File: src/rtl/nec_tx_pkg.sv
// Shared types and constants for the NEC infrared frame transmitter.
// No dependencies; imported by every module of the transmitter.
`default_nettype none

package nec_tx_pkg;

    typedef struct packed {
        logic        op;
        logic [31:0] message;
    } t_in_word;

    typedef struct packed {
        logic ir_out;
        logic busy_res;
        logic frame_done;
    } t_out_word;

    typedef enum logic [2:0] {
        PH_IDLE       = 3'd0,
        PH_LEAD_MARK  = 3'd1,
        PH_LEAD_SPACE = 3'd2,
        PH_BIT_MARK   = 3'd3,
        PH_BIT_SPACE  = 3'd4,
        PH_STOP_MARK  = 3'd5
    } t_phase;

    localparam int CfgIndexW = 3;
    localparam int CfgDataW  = 12;
    localparam int DivW      = 10;
    localparam int UnitW     = 12;

    localparam logic [CfgIndexW-1:0] CFG_CARRIER_HALF = 3'd0;
    localparam logic [CfgIndexW-1:0] CFG_UNIT_DIV     = 3'd1;
    localparam logic [CfgIndexW-1:0] CFG_LEAD_MARK    = 3'd2;
    localparam logic [CfgIndexW-1:0] CFG_LEAD_SPACE   = 3'd3;
    localparam logic [CfgIndexW-1:0] CFG_BIT_MARK     = 3'd4;
    localparam logic [CfgIndexW-1:0] CFG_ONE_SPACE    = 3'd5;
    localparam logic [CfgIndexW-1:0] CFG_ZERO_SPACE   = 3'd6;

    localparam logic [DivW-1:0]  RST_CARRIER_HALF = 10'd211;
    localparam logic [DivW-1:0]  RST_UNIT_DIV     = 10'd160;
    localparam logic [UnitW-1:0] RST_LEAD_MARK    = 12'd900;
    localparam logic [UnitW-1:0] RST_LEAD_SPACE   = 12'd450;
    localparam logic [UnitW-1:0] RST_BIT_MARK     = 12'd56;
    localparam logic [UnitW-1:0] RST_ONE_SPACE    = 12'd169;
    localparam logic [UnitW-1:0] RST_ZERO_SPACE   = 12'd56;

endpackage

`default_nettype wire

File: src/rtl/nec_tx_carrier.sv
// Square-wave carrier for the NEC transmitter; it advances only while i_step is high.
// Depends on nec_tx_pkg for the divider width.
`default_nettype none

module nec_tx_carrier
    import nec_tx_pkg::*;
(
    input  wire logic            i_clk,
    input  wire logic            i_rst_n,
    input  wire logic            i_step,
    input  wire logic [DivW-1:0] i_half_period,
    output logic                 o_level
);

    logic [DivW-1:0] r_count;
    logic [DivW-1:0] n_count;
    logic            r_level;
    logic            n_level;
    logic [DivW-1:0] count_inc;

    always_comb begin
        count_inc = r_count + DivW'(1);
        if (count_inc >= i_half_period) begin
            n_count = '0;
            n_level = ~r_level;
        end else begin
            n_count = count_inc;
            n_level = r_level;
        end
    end

    always_ff @(posedge i_clk) begin
        if (!i_rst_n) begin
            r_count <= '0;
            r_level <= 1'b0;
        end else if (i_step) begin
            r_count <= n_count;
            r_level <= n_level;
        end
    end

    assign o_level = r_level;

endmodule

`default_nettype wire

File: src/rtl/nec_ir_frame_transmitter_unit.sv
// Top level of the NEC infrared frame transmitter: configuration registers,
// frame sequencer and output skid stage. Depends on nec_tx_pkg and nec_tx_carrier.
// The result word for an accepted input word is registered in the output register,
// or held in the skid word while the output stalls. Throughput: one input word per
// cycle, limited only by the output stall. Reset: synchronous, active low; clears the
// sequencer, carrier and output stage and loads the configuration registers with their default timing values.
`default_nettype none

module nec_ir_frame_transmitter_unit
    import nec_tx_pkg::*;
#(
    parameter int FRAME_BITS = 32
) (
    input  wire logic                 i_clk,
    input  wire logic                 i_rst_n,
    input  wire logic                 i_in_valid,
    input  wire t_in_word             i_in_word,
    output logic                      o_in_stall,
    output logic                      o_out_valid,
    output t_out_word                 o_out_word,
    input  wire logic                 i_out_stall,
    input  wire logic                 i_cfg_valid,
    input  wire logic [CfgIndexW-1:0] i_cfg_index,
    input  wire logic [CfgDataW-1:0]  i_cfg_data,
    output logic                      o_cfg_ready
);

    localparam int PosW = (FRAME_BITS > 1) ? $clog2(FRAME_BITS) : 1;
    localparam logic [PosW-1:0] LastPos = PosW'(FRAME_BITS - 1);

    logic [DivW-1:0]  r_carrier_half;
    logic [DivW-1:0]  r_unit_div;
    logic [UnitW-1:0] r_lead_mark;
    logic [UnitW-1:0] r_lead_space;
    logic [UnitW-1:0] r_bit_mark;
    logic [UnitW-1:0] r_one_space;
    logic [UnitW-1:0] r_zero_space;

    t_phase           r_phase;
    t_phase           n_phase;
    logic [PosW-1:0]  r_pos;
    logic [PosW-1:0]  n_pos;
    logic [31:0]      r_shift;
    logic [31:0]      n_shift;
    logic [UnitW-1:0] r_cnt;
    logic [UnitW-1:0] n_cnt;
    logic [DivW-1:0]  r_pre;
    logic [DivW-1:0]  n_pre;

    logic             start;
    t_phase           cur_phase;
    logic [PosW-1:0]  cur_pos;
    logic [31:0]      cur_shift;
    logic [UnitW-1:0] cur_cnt;
    logic [DivW-1:0]  cur_pre;
    logic [DivW-1:0]  pre_inc;
    logic [UnitW-1:0] cnt_inc;
    logic [UnitW-1:0] len_raw;
    logic [UnitW-1:0] len_eff;
    logic             busy;
    logic             unit_tick;
    logic             interval_end;
    logic             done;
    logic             carrier_level;

    t_out_word        step_word;
    logic             in_fire;
    logic             out_fire;
    logic             r_ov;
    t_out_word        r_out;
    logic             r_sv;
    t_out_word        r_skid;

    // Configuration registers.
    assign o_cfg_ready = 1'b1;

    always_ff @(posedge i_clk) begin
        if (!i_rst_n) begin
            r_carrier_half <= RST_CARRIER_HALF;
            r_unit_div     <= RST_UNIT_DIV;
            r_lead_mark    <= RST_LEAD_MARK;
            r_lead_space   <= RST_LEAD_SPACE;
            r_bit_mark     <= RST_BIT_MARK;
            r_one_space    <= RST_ONE_SPACE;
            r_zero_space   <= RST_ZERO_SPACE;
        end else if (i_cfg_valid && o_cfg_ready) begin
            unique case (i_cfg_index)
                CFG_CARRIER_HALF: r_carrier_half <= i_cfg_data[DivW-1:0];
                CFG_UNIT_DIV:     r_unit_div     <= i_cfg_data[DivW-1:0];
                CFG_LEAD_MARK:    r_lead_mark    <= i_cfg_data;
                CFG_LEAD_SPACE:   r_lead_space   <= i_cfg_data;
                CFG_BIT_MARK:     r_bit_mark     <= i_cfg_data;
                CFG_ONE_SPACE:    r_one_space    <= i_cfg_data;
                CFG_ZERO_SPACE:   r_zero_space   <= i_cfg_data;
                default: begin
                end
            endcase
        end
    end

    nec_tx_carrier u_carrier (
        .i_clk         (i_clk),
        .i_rst_n       (i_rst_n),
        .i_step        (in_fire),
        .i_half_period (r_carrier_half),
        .o_level       (carrier_level)
    );

    // A start request while idle makes this word the first of the lead mark.
    always_comb begin
        start     = (r_phase == PH_IDLE) && i_in_word.op;
        cur_phase = start ? PH_LEAD_MARK : r_phase;
        cur_pos   = start ? '0 : r_pos;
        cur_shift = start ? i_in_word.message : r_shift;
        cur_cnt   = start ? '0 : r_cnt;
        cur_pre   = start ? '0 : r_pre;
        busy      = (cur_phase != PH_IDLE);
    end

    always_comb begin
        unique case (cur_phase)
            PH_LEAD_MARK:  len_raw = r_lead_mark;
            PH_LEAD_SPACE: len_raw = r_lead_space;
            PH_BIT_MARK:   len_raw = r_bit_mark;
            PH_BIT_SPACE:  len_raw = cur_shift[0] ? r_one_space : r_zero_space;
            PH_STOP_MARK:  len_raw = r_bit_mark;
            default:       len_raw = UnitW'(1);
        endcase
        len_eff = (len_raw == '0) ? UnitW'(1) : len_raw;
    end

    // Next state.
    always_comb begin
        pre_inc      = cur_pre + DivW'(1);
        cnt_inc      = cur_cnt + UnitW'(1);
        unit_tick    = busy && (pre_inc >= r_unit_div);
        interval_end = unit_tick && (cnt_inc >= len_eff);
        n_phase      = cur_phase;
        n_pos        = cur_pos;
        n_shift      = cur_shift;
        n_cnt        = cur_cnt;
        n_pre        = cur_pre;
        done         = 1'b0;
        if (busy) begin
            n_pre = unit_tick ? '0 : pre_inc;
            n_cnt = unit_tick ? cnt_inc : cur_cnt;
        end
        if (interval_end) begin
            n_pre = '0;
            n_cnt = '0;
            unique case (cur_phase)
                PH_LEAD_MARK:  n_phase = PH_LEAD_SPACE;
                PH_LEAD_SPACE: n_phase = PH_BIT_MARK;
                PH_BIT_MARK:   n_phase = PH_BIT_SPACE;
                PH_BIT_SPACE: begin
                    if (cur_pos == LastPos) begin
                        n_phase = PH_STOP_MARK;
                    end else begin
                        n_phase = PH_BIT_MARK;
                        n_pos   = cur_pos + PosW'(1);
                        n_shift = {1'b0, cur_shift[31:1]};
                    end
                end
                PH_STOP_MARK: begin
                    n_phase = PH_IDLE;
                    done    = 1'b1;
                end
                default: begin
                end
            endcase
        end
    end

    // Outputs of this word.
    always_comb begin
        step_word.ir_out     = ((cur_phase == PH_LEAD_MARK) || (cur_phase == PH_BIT_MARK) ||
                                (cur_phase == PH_STOP_MARK)) && carrier_level;
        step_word.busy_res   = busy;
        step_word.frame_done = done;
    end

    always_ff @(posedge i_clk) begin
        if (!i_rst_n) begin
            r_phase <= PH_IDLE;
            r_pos   <= '0;
            r_shift <= '0;
            r_cnt   <= '0;
            r_pre   <= '0;
        end else if (in_fire) begin
            r_phase <= n_phase;
            r_pos   <= n_pos;
            r_shift <= n_shift;
            r_cnt   <= n_cnt;
            r_pre   <= n_pre;
        end
    end

    // Output register with a skid word behind it.
    assign o_in_stall  = r_sv;
    assign in_fire     = i_in_valid && !r_sv;
    assign out_fire    = r_ov && !i_out_stall;
    assign o_out_valid = r_ov;
    assign o_out_word  = r_out;

    always_ff @(posedge i_clk) begin
        if (!i_rst_n) begin
            r_ov <= 1'b0;
            r_sv <= 1'b0;
        end else if (!r_ov || out_fire) begin
            r_ov <= r_sv || in_fire;
            r_sv <= 1'b0;
        end else if (in_fire) begin
            r_sv <= 1'b1;
        end
    end

    always_ff @(posedge i_clk) begin
        if (!r_ov || out_fire) begin
            r_out <= r_sv ? r_skid : step_word;
        end else if (in_fire) begin
            r_skid <= step_word;
        end
    end

    a_idle_counters_clear: assert property (@(posedge i_clk) disable iff (!i_rst_n)
        (r_phase == PH_IDLE) |-> (r_cnt == '0 && r_pre == '0))
        else $error("interval counters not cleared while idle");

    a_pos_in_range: assert property (@(posedge i_clk) disable iff (!i_rst_n)
        r_pos <= LastPos)
        else $error("bit position beyond frame length");

    a_skid_behind_out: assert property (@(posedge i_clk) disable iff (!i_rst_n)
        r_sv |-> r_ov)
        else $error("skid word held with empty output register");

    a_done_while_busy: assert property (@(posedge i_clk) disable iff (!i_rst_n)
        (r_ov && r_out.frame_done) |-> r_out.busy_res)
        else $error("frame end reported outside a frame");

    a_ir_while_busy: assert property (@(posedge i_clk) disable iff (!i_rst_n)
        (r_ov && r_out.ir_out) |-> r_out.busy_res)
        else $error("carrier driven while idle");

    a_done_to_idle: assert property (@(posedge i_clk) disable iff (!i_rst_n)
        (in_fire && done) |=> (r_phase == PH_IDLE))
        else $error("sequencer not idle after frame end");

endmodule

`default_nettype wire
File: config.mk
export PLATFORM = sky130hd
export DESIGN_NAME = nec_ir_frame_transmitter_unit
export DESIGN_NICKNAME = d
export VERILOG_FILES = /design/src/rtl/nec_tx_pkg.sv /design/src/rtl/nec_tx_carrier.sv /design/src/rtl/nec_ir_frame_transmitter_unit.sv
export SDC_FILE = /design/constraint.sdc
export NUM_CORES = 1
export LEC_CHECK = 0
export BUFFER_PORTS_ARGS = -buffer_cell sky130_fd_sc_hd__buf_4
export CELL_PAD_IN_SITES_DETAIL_PLACEMENT = 0
export CELL_PAD_IN_SITES_GLOBAL_PLACEMENT = 1
export CORE_MARGIN = 5
export CORE_UTILIZATION = 49
export CTS_BUF_LIST = sky130_fd_sc_hd__clkbuf_8 sky130_fd_sc_hd__clkbuf_16
export DETAILED_ROUTE_END_ITERATION = 16
export HOLD_SLACK_MARGIN = 0.05
export PLACE_DENSITY = 0.83
export SYNTH_ARGS = -nofsm -noshare
export SYNTH_HDL_FRONTEND = slang
export SYNTH_SLANG_ARGS = --single-unit
File: constraint.sdc
create_clock -name i_clk -period 11.65 [get_ports i_clk]
set_input_delay 1.165 -clock i_clk [delete_from_list [all_inputs] [get_ports i_clk]]
set_output_delay 1.165 -clock i_clk [all_outputs]
set_load 0.02 [all_outputs]
After elaboration in Yosys (flattened, before gate mapping)
Index checks and enable logic that the tools add are counted.
{"block": "totals", "in_bits": 53, "reg_bits": 161, "output_inout_bits": 6, "elab_cells": 99}
{"block": "classes", "reduce_logical": 28, "eq_ne": 12, "bitwise": 3, "n_lt_le_gt_ge": 3, "add_sub_neg": 4, "mux": 27}
{"cell": "32-bit two-way mux", "count": 4}
{"cell": "12-bit two-way mux", "count": 6}
{"cell": "10-bit two-way mux", "count": 5}
{"cell": "12-bit one-hot mux with 4 select lines", "count": 1}
{"cell": "10-bit by 1-bit adder with 10-bit output (second input constant)", "count": 2}
{"cell": "10-bit greater-or-equal comparator", "count": 2}
{"cell": "5-bit two-way mux", "count": 4}
{"cell": "2-bit AND reduction", "count": 9}
{"cell": "3-bit equality test (second input constant)", "count": 5}
{"cell": "3-bit one-hot mux with 5 select lines", "count": 1}
{"cell": "12-bit by 1-bit adder with 12-bit output (second input constant)", "count": 1}
{"cell": "3-bit by 2-bit equality test with 1-bit output (second input constant)", "count": 4}
{"cell": "12-bit greater-or-equal comparator", "count": 1}
{"cell": "12-bit logical NOT", "count": 1}
{"cell": "3-bit two-way mux", "count": 4}
{"cell": "3-bit by 1-bit equality test with 1-bit output (second input constant)", "count": 2}
{"cell": "1-bit logical AND", "count": 6}
{"cell": "3-bit logical NOT", "count": 2}
{"cell": "5-bit by 1-bit adder with 5-bit output (second input constant)", "count": 1}
{"cell": "5-bit equality test (second input constant)", "count": 1}
{"cell": "1-bit logical OR", "count": 4}
{"cell": "2-bit OR reduction", "count": 2}
{"cell": "1-bit logical NOT", "count": 3}
{"cell": "1-bit inverter", "count": 3}
{"cell": "2 further kinds", "count": 3}

Depth between registers and ports, before layout
Gate-level depths: netlist (run 1).
{"block": "logic_depth", "depth_word": 12, "ltp_mapped": 22, "depth_no_buf": 15}

Cells and area by module
A second synthesis (run 1) with hierarchy kept.
{"block": "unflattened", "cells_unflattened": 1001, "hier_area_um2": 8445.6}
{"module": "nec_ir_frame_transmitter_unit", "instances": 1, "seq_area_each_um2": 3062.9, "area_per_inst_um2": 7562.3, "cells_each": 896}
{"module": "nec_tx_carrier", "instances": 1, "seq_area_each_um2": 220.2, "area_per_inst_um2": 883.3, "cells_each": 105}

Worst setup path before layout (run 1)
No wires, ideal clock.
{"block": "synth_timing", "path_kind": "input -> register", "from": "input port i_in_word[32] in the netlist's numbering", "to": "register r_shift[24]", "cell_stages": 18, "t_arrival_ns": 4.734, "t_required_ns": 11.528, "path_buffers": 6, "setup_time_ns": 0.122, "path_slack_ns": 6.794, "cell_sequence": "nor4b_4 > clkbuf_1 > clkbuf_1 > nor2b_1 > ha_1 > nand3_1 > xor2_1 > nor2_1 > ha_1 > nand4_1 > o32ai_1 > or3_1 > clkbuf_1 > nand4_1 > buf_2 > buf_2 > buf_2 > a221o_1"}
{"block": "synth_between", "elab_chain_len": 10, "elab_cells_between_ends": 27, "cone_classes": "add/sub (2); order compare (2); eq/ne (6); mux (11); reduce/logical (6)"}
{"element": "from (decl)", "line": "nec_ir_frame_transmitter_unit.sv:17", "source": "input wire t_in_word i_in_word,"}
{"element": "1-bit logical AND (*)", "line": "nec_ir_frame_transmitter_unit.sv:111", "source": "start = (r_phase == PH_IDLE) && i_in_word.op;"}
{"element": "3-bit two-way mux", "line": "nec_ir_frame_transmitter_unit.sv:112", "source": "cur_phase = start ? PH_LEAD_MARK : r_phase;"}
{"element": "3-bit by 2-bit equality test with 1-bit output / 3-bit equality test (equally long branches)", "line": "nec_ir_frame_transmitter_unit.sv:121", "source": "unique case (cur_phase)"}
{"element": "2-bit OR reduction (no line)"}
{"element": "12-bit one-hot mux with 4 select lines", "line": "nec_ir_frame_transmitter_unit.sv:121"}
{"element": "12-bit logical NOT", "line": "nec_ir_frame_transmitter_unit.sv:129", "source": "len_eff = (len_raw == '0) ? UnitW'(1) : len_raw;"}
{"element": "12-bit two-way mux", "line": "nec_ir_frame_transmitter_unit.sv:129"}
{"element": "12-bit greater-or-equal comparator", "line": "nec_ir_frame_transmitter_unit.sv:137", "source": "interval_end = unit_tick && (cnt_inc >= len_eff);"}
{"element": "1-bit logical AND", "line": "nec_ir_frame_transmitter_unit.sv:137"}
{"element": "32-bit two-way mux (*)", "line": "nec_ir_frame_transmitter_unit.sv:148", "source": "if (interval_end) begin"}
{"element": "to (signal assigned)", "line": "nec_ir_frame_transmitter_unit.sv:192", "source": "r_shift <= n_shift;"}
{"element": "to (decl)", "line": "nec_ir_frame_transmitter_unit.sv:43", "source": "logic [31:0] r_shift;"}
Mark *: on every way between the ends. The rest lies on a longest branch, timed or not.
A chain may end at the register's enable or synchronous reset.

Worst setup path after layout (run 1)
{"block": "layout_timing", "from": "input port i_in_word[32] in the netlist's numbering", "to": "register r_cnt[6]"}
{"block": "layout_between", "elab_chain_len": 10, "elab_cells_between_ends": 25, "cone_classes": "add/sub (2); order compare (2); eq/ne (5); mux (10); reduce/logical (6)"}
{"element": "1-bit logical AND (*)", "line": "nec_ir_frame_transmitter_unit.sv:111"}
{"element": "3-bit two-way mux", "line": "nec_ir_frame_transmitter_unit.sv:112"}
{"element": "3-bit by 2-bit equality test with 1-bit output / 3-bit equality test (equally long branches)", "line": "nec_ir_frame_transmitter_unit.sv:121"}
{"element": "2-bit OR reduction (no line)"}
{"element": "12-bit one-hot mux with 4 select lines", "line": "nec_ir_frame_transmitter_unit.sv:121"}
{"element": "12-bit logical NOT", "line": "nec_ir_frame_transmitter_unit.sv:129"}
{"element": "12-bit two-way mux", "line": "nec_ir_frame_transmitter_unit.sv:129"}
{"element": "12-bit greater-or-equal comparator", "line": "nec_ir_frame_transmitter_unit.sv:137"}
{"element": "1-bit logical AND", "line": "nec_ir_frame_transmitter_unit.sv:137"}
{"element": "12-bit two-way mux (*)", "line": "nec_ir_frame_transmitter_unit.sv:148"}
{"element": "to (signal assigned)", "line": "nec_ir_frame_transmitter_unit.sv:193", "source": "r_cnt <= n_cnt;"}
{"element": "to (decl)", "line": "nec_ir_frame_transmitter_unit.sv:45", "source": "logic [UnitW-1:0] r_cnt;"}
Marked as above.

==> results of run 1 <==
## tightest hold or removal path, stage by stage, from the launching register on
cell and delay, ps:
dfxtp_1 310, nand2_1 50, o21ai_1 50
## kinds of logic (layout without fill, tap and decap cells)
family                   Yosys count  after routing  synth area share, %
AO/OA/AOI/OAI                    275            275                 21.3
XOR/XNOR                          24             24                 2.48
adder cells (fa/ha/maj)           36             36                 5.31
buffers and inverters             98            126                 4.48
flip-flops                       161            161                 38.7
multiplexers                      14             14                 1.81
other                              1              1               0.0442
AND/OR/NAND/NOR                  487            487                 25.9
## metal layers
metal,up-vias,global-route usage [%]
met1,3569,30.3
met5,-,0
met3,24,4.45
li1,3867,-
met4,0,5.71
met2,154,38.8
## worst max-delay path by stage
stage                   from     endpoint  slack [ps]  cells after the start
5_1_grt        i_in_word[32]     r_cnt[6]        5620                     17
2_1_floorplan  i_in_word[32]  r_shift[24]        6790                     18
6_report       i_in_word[32]     r_cnt[6]        5960                     17
3_5_place_dp   i_in_word[32]     r_cnt[6]        5530                     17
3_3_place_gp   i_in_word[32]     r_cnt[9]        5680                     17
4_1_cts        i_in_word[32]     r_cnt[6]        5970                     17
## area by class of cell
class                      instances  area, µm²
timing repair buffer              68        510
inverter                          26       97.6
sequential                       161       3280
clock inverter                    14        115
clock buffer                      18        439
fill                            1692       7560
multi-input combinational        837       4830
tap                              225        282
## where the power goes
part	switching (µW)	internal [µW]
logic	77.8	45.8
registers	9.75	569
clock network	235	298
total	323	913
## per-stage QoR
stage               setup WS (ps)  power (µW)  utilization, %
floorplan                    6790         666               -
global placement             5680         714            52.6
detailed placement           5530         715            52.6
CTS                          5970        1240            55.8
global route                 5620        1280            55.8
finish                       5960        1240            55.8
## state kept, by name, indices dropped and copies added, names as in the netlist, 3 cells and up
register	count
r_carrier_half	10
r_bit_mark	12
r_lead_space	12
r_skid	3
r_pos	5
r_cnt	12
u_carrier.r_count	10
r_pre	10
r_lead_mark	12
r_one_space	12
r_shift	32
o_out_word	3
r_zero_space	12
r_phase	3
r_unit_div	10
## synth_stat cells, types with 9 or more instances
master / count / area share, %
xor2_1: 13 / 1.3
a221o_1: 29 / 3.4
dfxtp_1: 155 / 37
nand3_1: 50 / 3.0
nor3_1: 17 / 1.0
inv_1: 25 / 1.1
o21ai_1: 9 / 0.53
clkbuf_1: 56 / 2.5
o21ai_0: 18 / 1.1
ha_1: 36 / 5.3
a211oi_1: 13 / 1.2
a21o_1: 11 / 0.97
nand4_1: 12 / 0.89
xnor2_1: 11 / 1.1
a22o_1: 12 / 1.2
o22ai_1: 10 / 0.74
a21oi_1: 125 / 7.4
nor2_1: 49 / 2.2
nand2_1: 270 / 12
nor2b_1: 51 / 3.8
## placed cells by master (no fill, tap or decap), drive strengths merged, types with 4 or more instances in the layout
cell type and count:
clkinv 6, ha 36, o21ai 27, edfxtp 6, xnor2 11, buf 68
or3 6, nand2 270, and3 8, o211ai 6, clkbuf 18, nand4 12
nor2 49, o21a 4, nand3 50, mux2 11, a222oi 4, a21o 11
a22oi 8, a211oi 13, a22o 12, xor2 13, nor2b 51, a21oi 125
o22ai 10, dfxtp 155, clkinvlp 4, a32oi 4, nand2b 8, a221o 29
or2 4, inv 29, o31ai 5, nor3 17
==> results.cfg, run 1 <==
[hold_path]
whs_path_depth = 2
hold_start = r_shift[31]
hp-class = reg2reg
hold_end = r_shift[31]

[clocking]
cts_buffers = 17
cts_setup_buffers = 0
root_buffer = clkbuf_16
insertion_delay_ps = 430
post_cts_resize_count = 0
ctsHoldBuffers = 0
clkTransAtPathRegs_ps = 60
clk_path_buf_depth = 2
cts_max_level = 4
numClockSinks = 161
cts_tree = yes

[detailed_routing]
totalWireLength_mm = 23.2
drt_iter0_drc = 565
m1WireLength_mm = 10.9
post_drt_wl_per_cell_um = 17.2
vias = 7614
dr.pass1.iters = 5
detail-route-antenna-nets = 0
wl_met2_mm = 11.0
via_per_inst = 5.64
drc = 0
wl_met3_um = 985
dr.max_layer_used = met4

[placed_design]
post-dp-hpwl_mm = 15.6
portBuffers = 57
gp_congestion = 0.882
place_area_um2 = 9000
placed_cells = 1317

[synthesis]
ys.flop_type = dfxtp_1
synth_cells = 1096
syn_avg_cell_area_um2 = 7.74
syn-num-nets = 1185
synth_edf_count = 6
ys_async_sr_fraction_pct = 0
syn_area_um2 = 8480
seq_area_frac_synth_pct = 38.7
synth-seq-cells = 161
yosysWarnings = 0
yosysUniqueCellTypes = 60

[cells_and_area]
finalNonFillerCells = 1349
areaGrowthSynthToFinish_pct = 12.6
final_area_um2 = 9550
nets = 1200
drive_gt1_share_pct = 10.5
diodes = 0

[worst_setup_path]
cpMostUsedCell = o21ai_1
critical_path_class = in2reg
critPathCaptureType = flip-flop
crit_required_ps = 12010
reg2regPathDepth = 16
cpMaxStageDelayCell = nor3_1
cpLargestDelayFamily = simple AND/OR/NAND/NOR gates
regToRegSetupSlack_ps = 6080
critPathArrivalTime_ps = 6050
r2r-end = r_cnt[6]
max_stage_delay_ps = 1020
crit_path_start_kind = primary input
r2r-start = r_phase[2]
path_cells = buf_4 > nor4b_4 > buf_4 > mux2i_1 > mux2_1 > a221oi_2 > nand2_1 > or3b_1 > o21ai_1 > ha_1 > nor2b_1 > o21ai_1 > a211oi_1 > o21ai_1 > nor3_1 > a32oi_1 > o21ai_1
crit_buf_inv = 2
crit_fanout = 59

[global_routing]
grt_use_total_pct = 23.0
overflow = 0
grt_max_degree = 66
grt_pass1_vias = 7063
antenna_found_initial = 0
grt_pass1_wl_mm = 37.1

[floorplanning]
pin_count = 59
fp-row-count = 48
start_util_pct = 49.6
die_y_um = 142
die_x_um = 142
fp.dieArea_um2 = 20000
coreArea_um2 = 17100

[power]
powerDensity_nw_per_um2 = 129
p_leak_uw = 0.00368
vdd_ir_drop_max_uv = 104

[sta]
rsz0062_at_grt = no
period_share_pct = 48.9
finalHoldViolations = 0
period_needed_ps = 5690
clock_skew_ps = 9.45
hold_ws_ps = 449
finalSetupViolations = 0
relSlewSlack_pct = 18.9
fmax_ghz = 0.176
maxSlewViolCount = 0
final.setup.tns_ps = 0
max_slew.worst_pin.slew_ps = 1210

[status]
status = finished clean

[flow_run]
cap_violations = 0
Power figures use the tool's default switching activity.
==> run 2: changes to the inputs <==
- CORE_UTILIZATION: 49 -> 45
- PLACE_DENSITY: 0.83 -> 0.77
- clock period: 11.65 -> 5.9 ns (I/O delays scaled with it)
==> results.cfg, run 2 (synthesis results as in run 1) <==
[global_routing]
grt_max_degree = 79
grt_use_total_pct = 21.5
grt_pass1_wl_mm = 37.7
overflow = 0
grt_pass1_vias = 7105
antenna_found_initial = 0

[cells_and_area]
drive_gt1_share_pct = 10.7
seq_area_um2 = 3280
multi_input_area_um2 = 4830
fin_util_pct = 51.6
final_cell_mix = 270 x nand2_1, 155 x dfxtp_1, 125 x a21oi_1, 70 x buf_4, 51 x nor2b_1
fillerInstances = 1885
nets = 1202
largest_reg_flops = 32
final_common_cell = nand2_1
top_register = r_shift
areaGrowthSynthToFinish_pct = 13.3
diodes = 0

[detailed_routing]
dr.pass1.iters = 4
totalWireLength_mm = 23.5
via_per_inst = 5.65
drt_iter0_drc = 540
detail-route-antenna-nets = 0
vias = 7684
drc = 0
post_drt_wl_per_cell_um = 17.3

[clocking]
cts_buffers = 17
clkTransAtPathRegs_ps = 60
insertion_delay_ps = 420
clk_path_buf_depth = 2
root_buffer = clkbuf_16
ctsHoldBuffers = 0
cts_setup_buffers = 0
post_cts_resize_count = 0
cts_max_level = 4
cts_tree = yes
numClockSinks = 161

[placed_design]
post-dp-hpwl_mm = 16.1
portBuffers = 57
gp_congestion = 0.853

[floorplanning]
die_x_um = 147
fp.dieArea_um2 = 21700
die_y_um = 147
start_util_pct = 45.5
coreArea_um2 = 18600
fp-row-count = 50
pin_count = 59

[worst_setup_path]
critPathArrivalTime_ps = 5370
critical_path_class = reg2reg
cpMaxStageDelayCell = mux2i_1
max_stage_delay_ps = 630
r2r-end = r_shift[6]
reg2regPathDepth = 15
crit_required_ps = 6210
crit_path_start_kind = flip-flop
crit_fanout = 65
critPathCaptureType = flip-flop
path_cells = nor4b_4 > mux2i_1 > mux2_1 > a221oi_1 > or3b_1 > o21ai_1 > ha_1 > nor2b_1 > o21ai_1 > a211oi_1 > o21ai_1 > nand4_1 > buf_4 > nor2b_1 > a221o_1
r2r-start = r_phase[1]
regToRegSetupSlack_ps = 830
cpMostUsedCell = o21ai_1

[power]
finalPower_uw = 2500
vdd_ir_drop_max_uv = 204
powerDensity_nw_per_um2 = 260
p_leak_uw = 0.00371

[sta]
maxSlewViolCount = 0
rsz0062_at_grt = no
finalHoldViolations = 0
relSlewSlack_pct = 23.9
max_slew.worst_pin.slew_ps = 1140
final.setup.tns_ps = 0
clock_skew_ps = 7.75
finalSetupViolations = 0
period_share_pct = 85.9
fmax_ghz = 0.197
period_needed_ps = 5070

[hold_path]
hp-class = in2reg
hold_end = r_shift[31]
hold_start = i_in_word[31]
whs_path_depth = 3

[status]
status = finished clean

[flow_run]
cap_violations = 0
[run 2: through the flow]
| stage | instances | worst slack, ps | hold slack (ps) | instance area, µm² |
|---|---|---|---|---|
| floorplan | 1096 | 1620 | 428 | 8480 |
| global placement | 1328 | 911 | 439 | 9020 |
| detailed placement | 1328 | 878 | 442 | 9020 |
| CTS | 1359 | 837 | 417 | 9610 |
| global route | 1359 | 403 | 440 | 9610 |
| finish | 1359 | 832 | 428 | 9610 |
[run 2: worst max path at each step]
stage | startpoint | to | slack (ps) | depth (start not counted)
after detailed placement | r_phase[1] | r_shift[29] | 880 | 16
after floorplan | i_in_word[32] | r_shift[24] | 1620 | 18
after global placement | r_phase[1] | r_shift[6] | 910 | 15
after CTS | r_phase[1] | r_shift[6] | 840 | 15
final | r_phase[1] | r_shift[6] | 830 | 15
after global routing | r_phase[1] | r_shift[8] | 400 | 16
[run 2: power breakdown]
part	internal (µW)	leakage [µW]	switching (µW)	total, µW
Clock	647	0.000291	467	1110
Sequential	1120	0.00132	21.8	1150
Combinational	92.1	0.00210	152	244
[run 2: area by class of cell]
cell class,count,share of cell area (%)
clock buffers,19,4.71
clock inverters,12,1.39
inverters,26,1.02
multi-input cells,837,50.2
flip-flops and latches,161,34.2
well taps,234,3.05
repair buffers,70,5.47
[run 2: worst max-delay path, delay by kind of cell, from the launching register on]
family                   cells  cell delay, ps
buffers and inverters        1             520
adder cells (fa/ha/maj)      1             240
flip-flops                   1             620
AND/OR/NAND/NOR              5            1150
multiplexers                 2            1030
AO/OA/AOI/OAI                6            1380
[run 2: per-layer routing]
| layer | routed length (µm) | track usage, % | up-vias | share of wire, % |
|---|---|---|---|---|
| li1 | - | - | 3881 | - |
| met1 | 11000 | 28.4 | 3637 | 47 |
| met2 | 11000 | 35.7 | 137 | 47 |
| met3 | 951 | 4.10 | 29 | 4.0 |
| met4 | 473 | 6.38 | 0 | 2.0 |
| met5 | 0 | 0 | - | 0 |
==> run 3: changes to the inputs <==
- CORE_MARGIN: 5 -> 8
==> results.cfg, run 3 (synthesis results as in run 1) <==
[floorplanning]
die_y_um = 153
coreArea_um2 = 18600
pin_count = 59
fp.dieArea_um2 = 23500
fp-row-count = 50
die_x_um = 153
start_util_pct = 45.6

[cells_and_area]
seq_area_um2 = 3280
diodes = 0
fillerInstances = 1819
areaGrowthSynthToFinish_pct = 14.2
final_common_cell = nand2_1
nets = 1204
finalNonFillerCells = 1362
drive_gt1_share_pct = 10.8
multi_input_area_um2 = 4830
top_register = r_shift
largest_reg_flops = 32
final_cell_mix = 270 x nand2_1, 155 x dfxtp_1, 125 x a21oi_1, 72 x buf_4, 51 x nor2b_1

[detailed_routing]
dr.max_layer_used = met4
detail-route-antenna-nets = 0
via_per_inst = 5.69
wl_met3_mm = 1.06
totalWireLength_mm = 23.8
m1WireLength_mm = 11.8
dr.pass1.iters = 5
wl_met2_mm = 10.4
post_drt_wl_per_cell_um = 17.5
drt_iter0_drc = 634
vias = 7755
drc = 0

[worst_setup_path]
reg2regPathDepth = 16
critPathCaptureType = flip-flop
r2r-start = r_phase[0]
r2r-end = r_shift[11]
crit_path_start_kind = flip-flop
crit_fanout = 65
regToRegSetupSlack_ps = 1110
critical_path_class = reg2reg
critPathArrivalTime_ps = 5110
crit_required_ps = 6220

[placed_design]
portBuffers = 57
placed_cells = 1330
gp_congestion = 0.827
post-dp-hpwl_mm = 16.2

[clocking]
insertion_delay_ps = 430
clk_path_buf_depth = 2
numClockSinks = 161
cts_max_level = 4
cts_buffers = 17
clkTransAtPathRegs_ps = 70
cts_setup_buffers = 0
ctsHoldBuffers = 0
cts_tree = yes
root_buffer = clkbuf_16
post_cts_resize_count = 0

[hold_path]
hold_start = i_in_word[31]
hp-class = in2reg
hold_end = r_shift[31]
whs_path_depth = 3

[sta]
finalSetupViolations = 0
maxSlewViolCount = 0
period_share_pct = 81.2
period_needed_ps = 4790
final.setup.tns_ps = 0
relSlewSlack_pct = 23.1
finalHoldViolations = 0
fmax_ghz = 0.209
max_slew.worst_pin.slew_ps = 1150
rsz0062_at_grt = no
clock_skew_ps = 10.5

[global_routing]
overflow = 0
grt_pass1_wl_mm = 39.1
grt_pass1_vias = 7145
antenna_found_initial = 0
grt_max_degree = 79
grt_use_total_pct = 20.3

[flow_run]
cap_violations = 0

[power]
powerDensity_nw_per_um2 = 270
p_leak_uw = 0.00374
vdd_ir_drop_max_uv = 205

[status]
status = finished clean
## run 3: power breakdown
group	leakage [µW]	internal, µW	switching [µW]
sequential	0.00132	1120	18.8
combinational	0.00212	92.1	154
clock	0.000310	762	467
## run 3: cell type report
type	count	share of cell area, %
multi-input combinational	837	49.8
sequential	161	33.9
timing repair buffer	72	5.58
clock buffer	18	4.53
tap	234	3.02
clock inverter	14	2.18
inverter	26	1.01
## run 3: per-layer routing
layer	vias to the layer above	global-route usage, %
met1	3617	28.3
li1	3889	-
met3	37	3.33
met5	-	0
met4	0	7.12
met2	212	31.1
## run 3: worst max-delay path by stage
stage                     slack [ps]           from  cells after the start           to
after floorplan                 1620  i_in_word[32]                     18  r_shift[24]
after global placement          1190  i_in_word[32]                     17     r_pos[1]
after detailed placement        1040  i_in_word[32]                     17  r_shift[11]
after CTS                       1120     r_phase[0]                     17   r_shift[7]
after global routing             690     r_phase[0]                     17   r_shift[4]
final                           1110     r_phase[0]                     16  r_shift[11]
## run 3: per-stage QoR
step | instance area [µm²] | utilization (%) | hold slack (ps) | total power [µW] | worst slack [ps]
floorplan | 8480 | - | 428 | 1320 | 1620
global placement | 9040 | 48.7 | 441 | 1410 | 1190
detailed placement | 9040 | 48.7 | 443 | 1410 | 1040
CTS | 9690 | 52.2 | 406 | 2640 | 1120
global route | 9690 | 52.2 | 422 | 2720 | 688
finish | 9690 | 52.2 | 422 | 2620 | 1110
## run 3: worst max-delay path, cell delays in order, from the launching register on
cell	delay (ps)
dfxtp_1	300
buf_4	220
nor4b_4	310
mux2i_1	510
mux2_1	370
a221oi_1	400
or3b_1	390
o21ai_1	140
ha_1	240
nor2b_1	120
o21ai_1	70
a211oi_1	290
o21ai_1	250
nand4_1	160
buf_4	510
nor2b_1	120
a221o_1	270
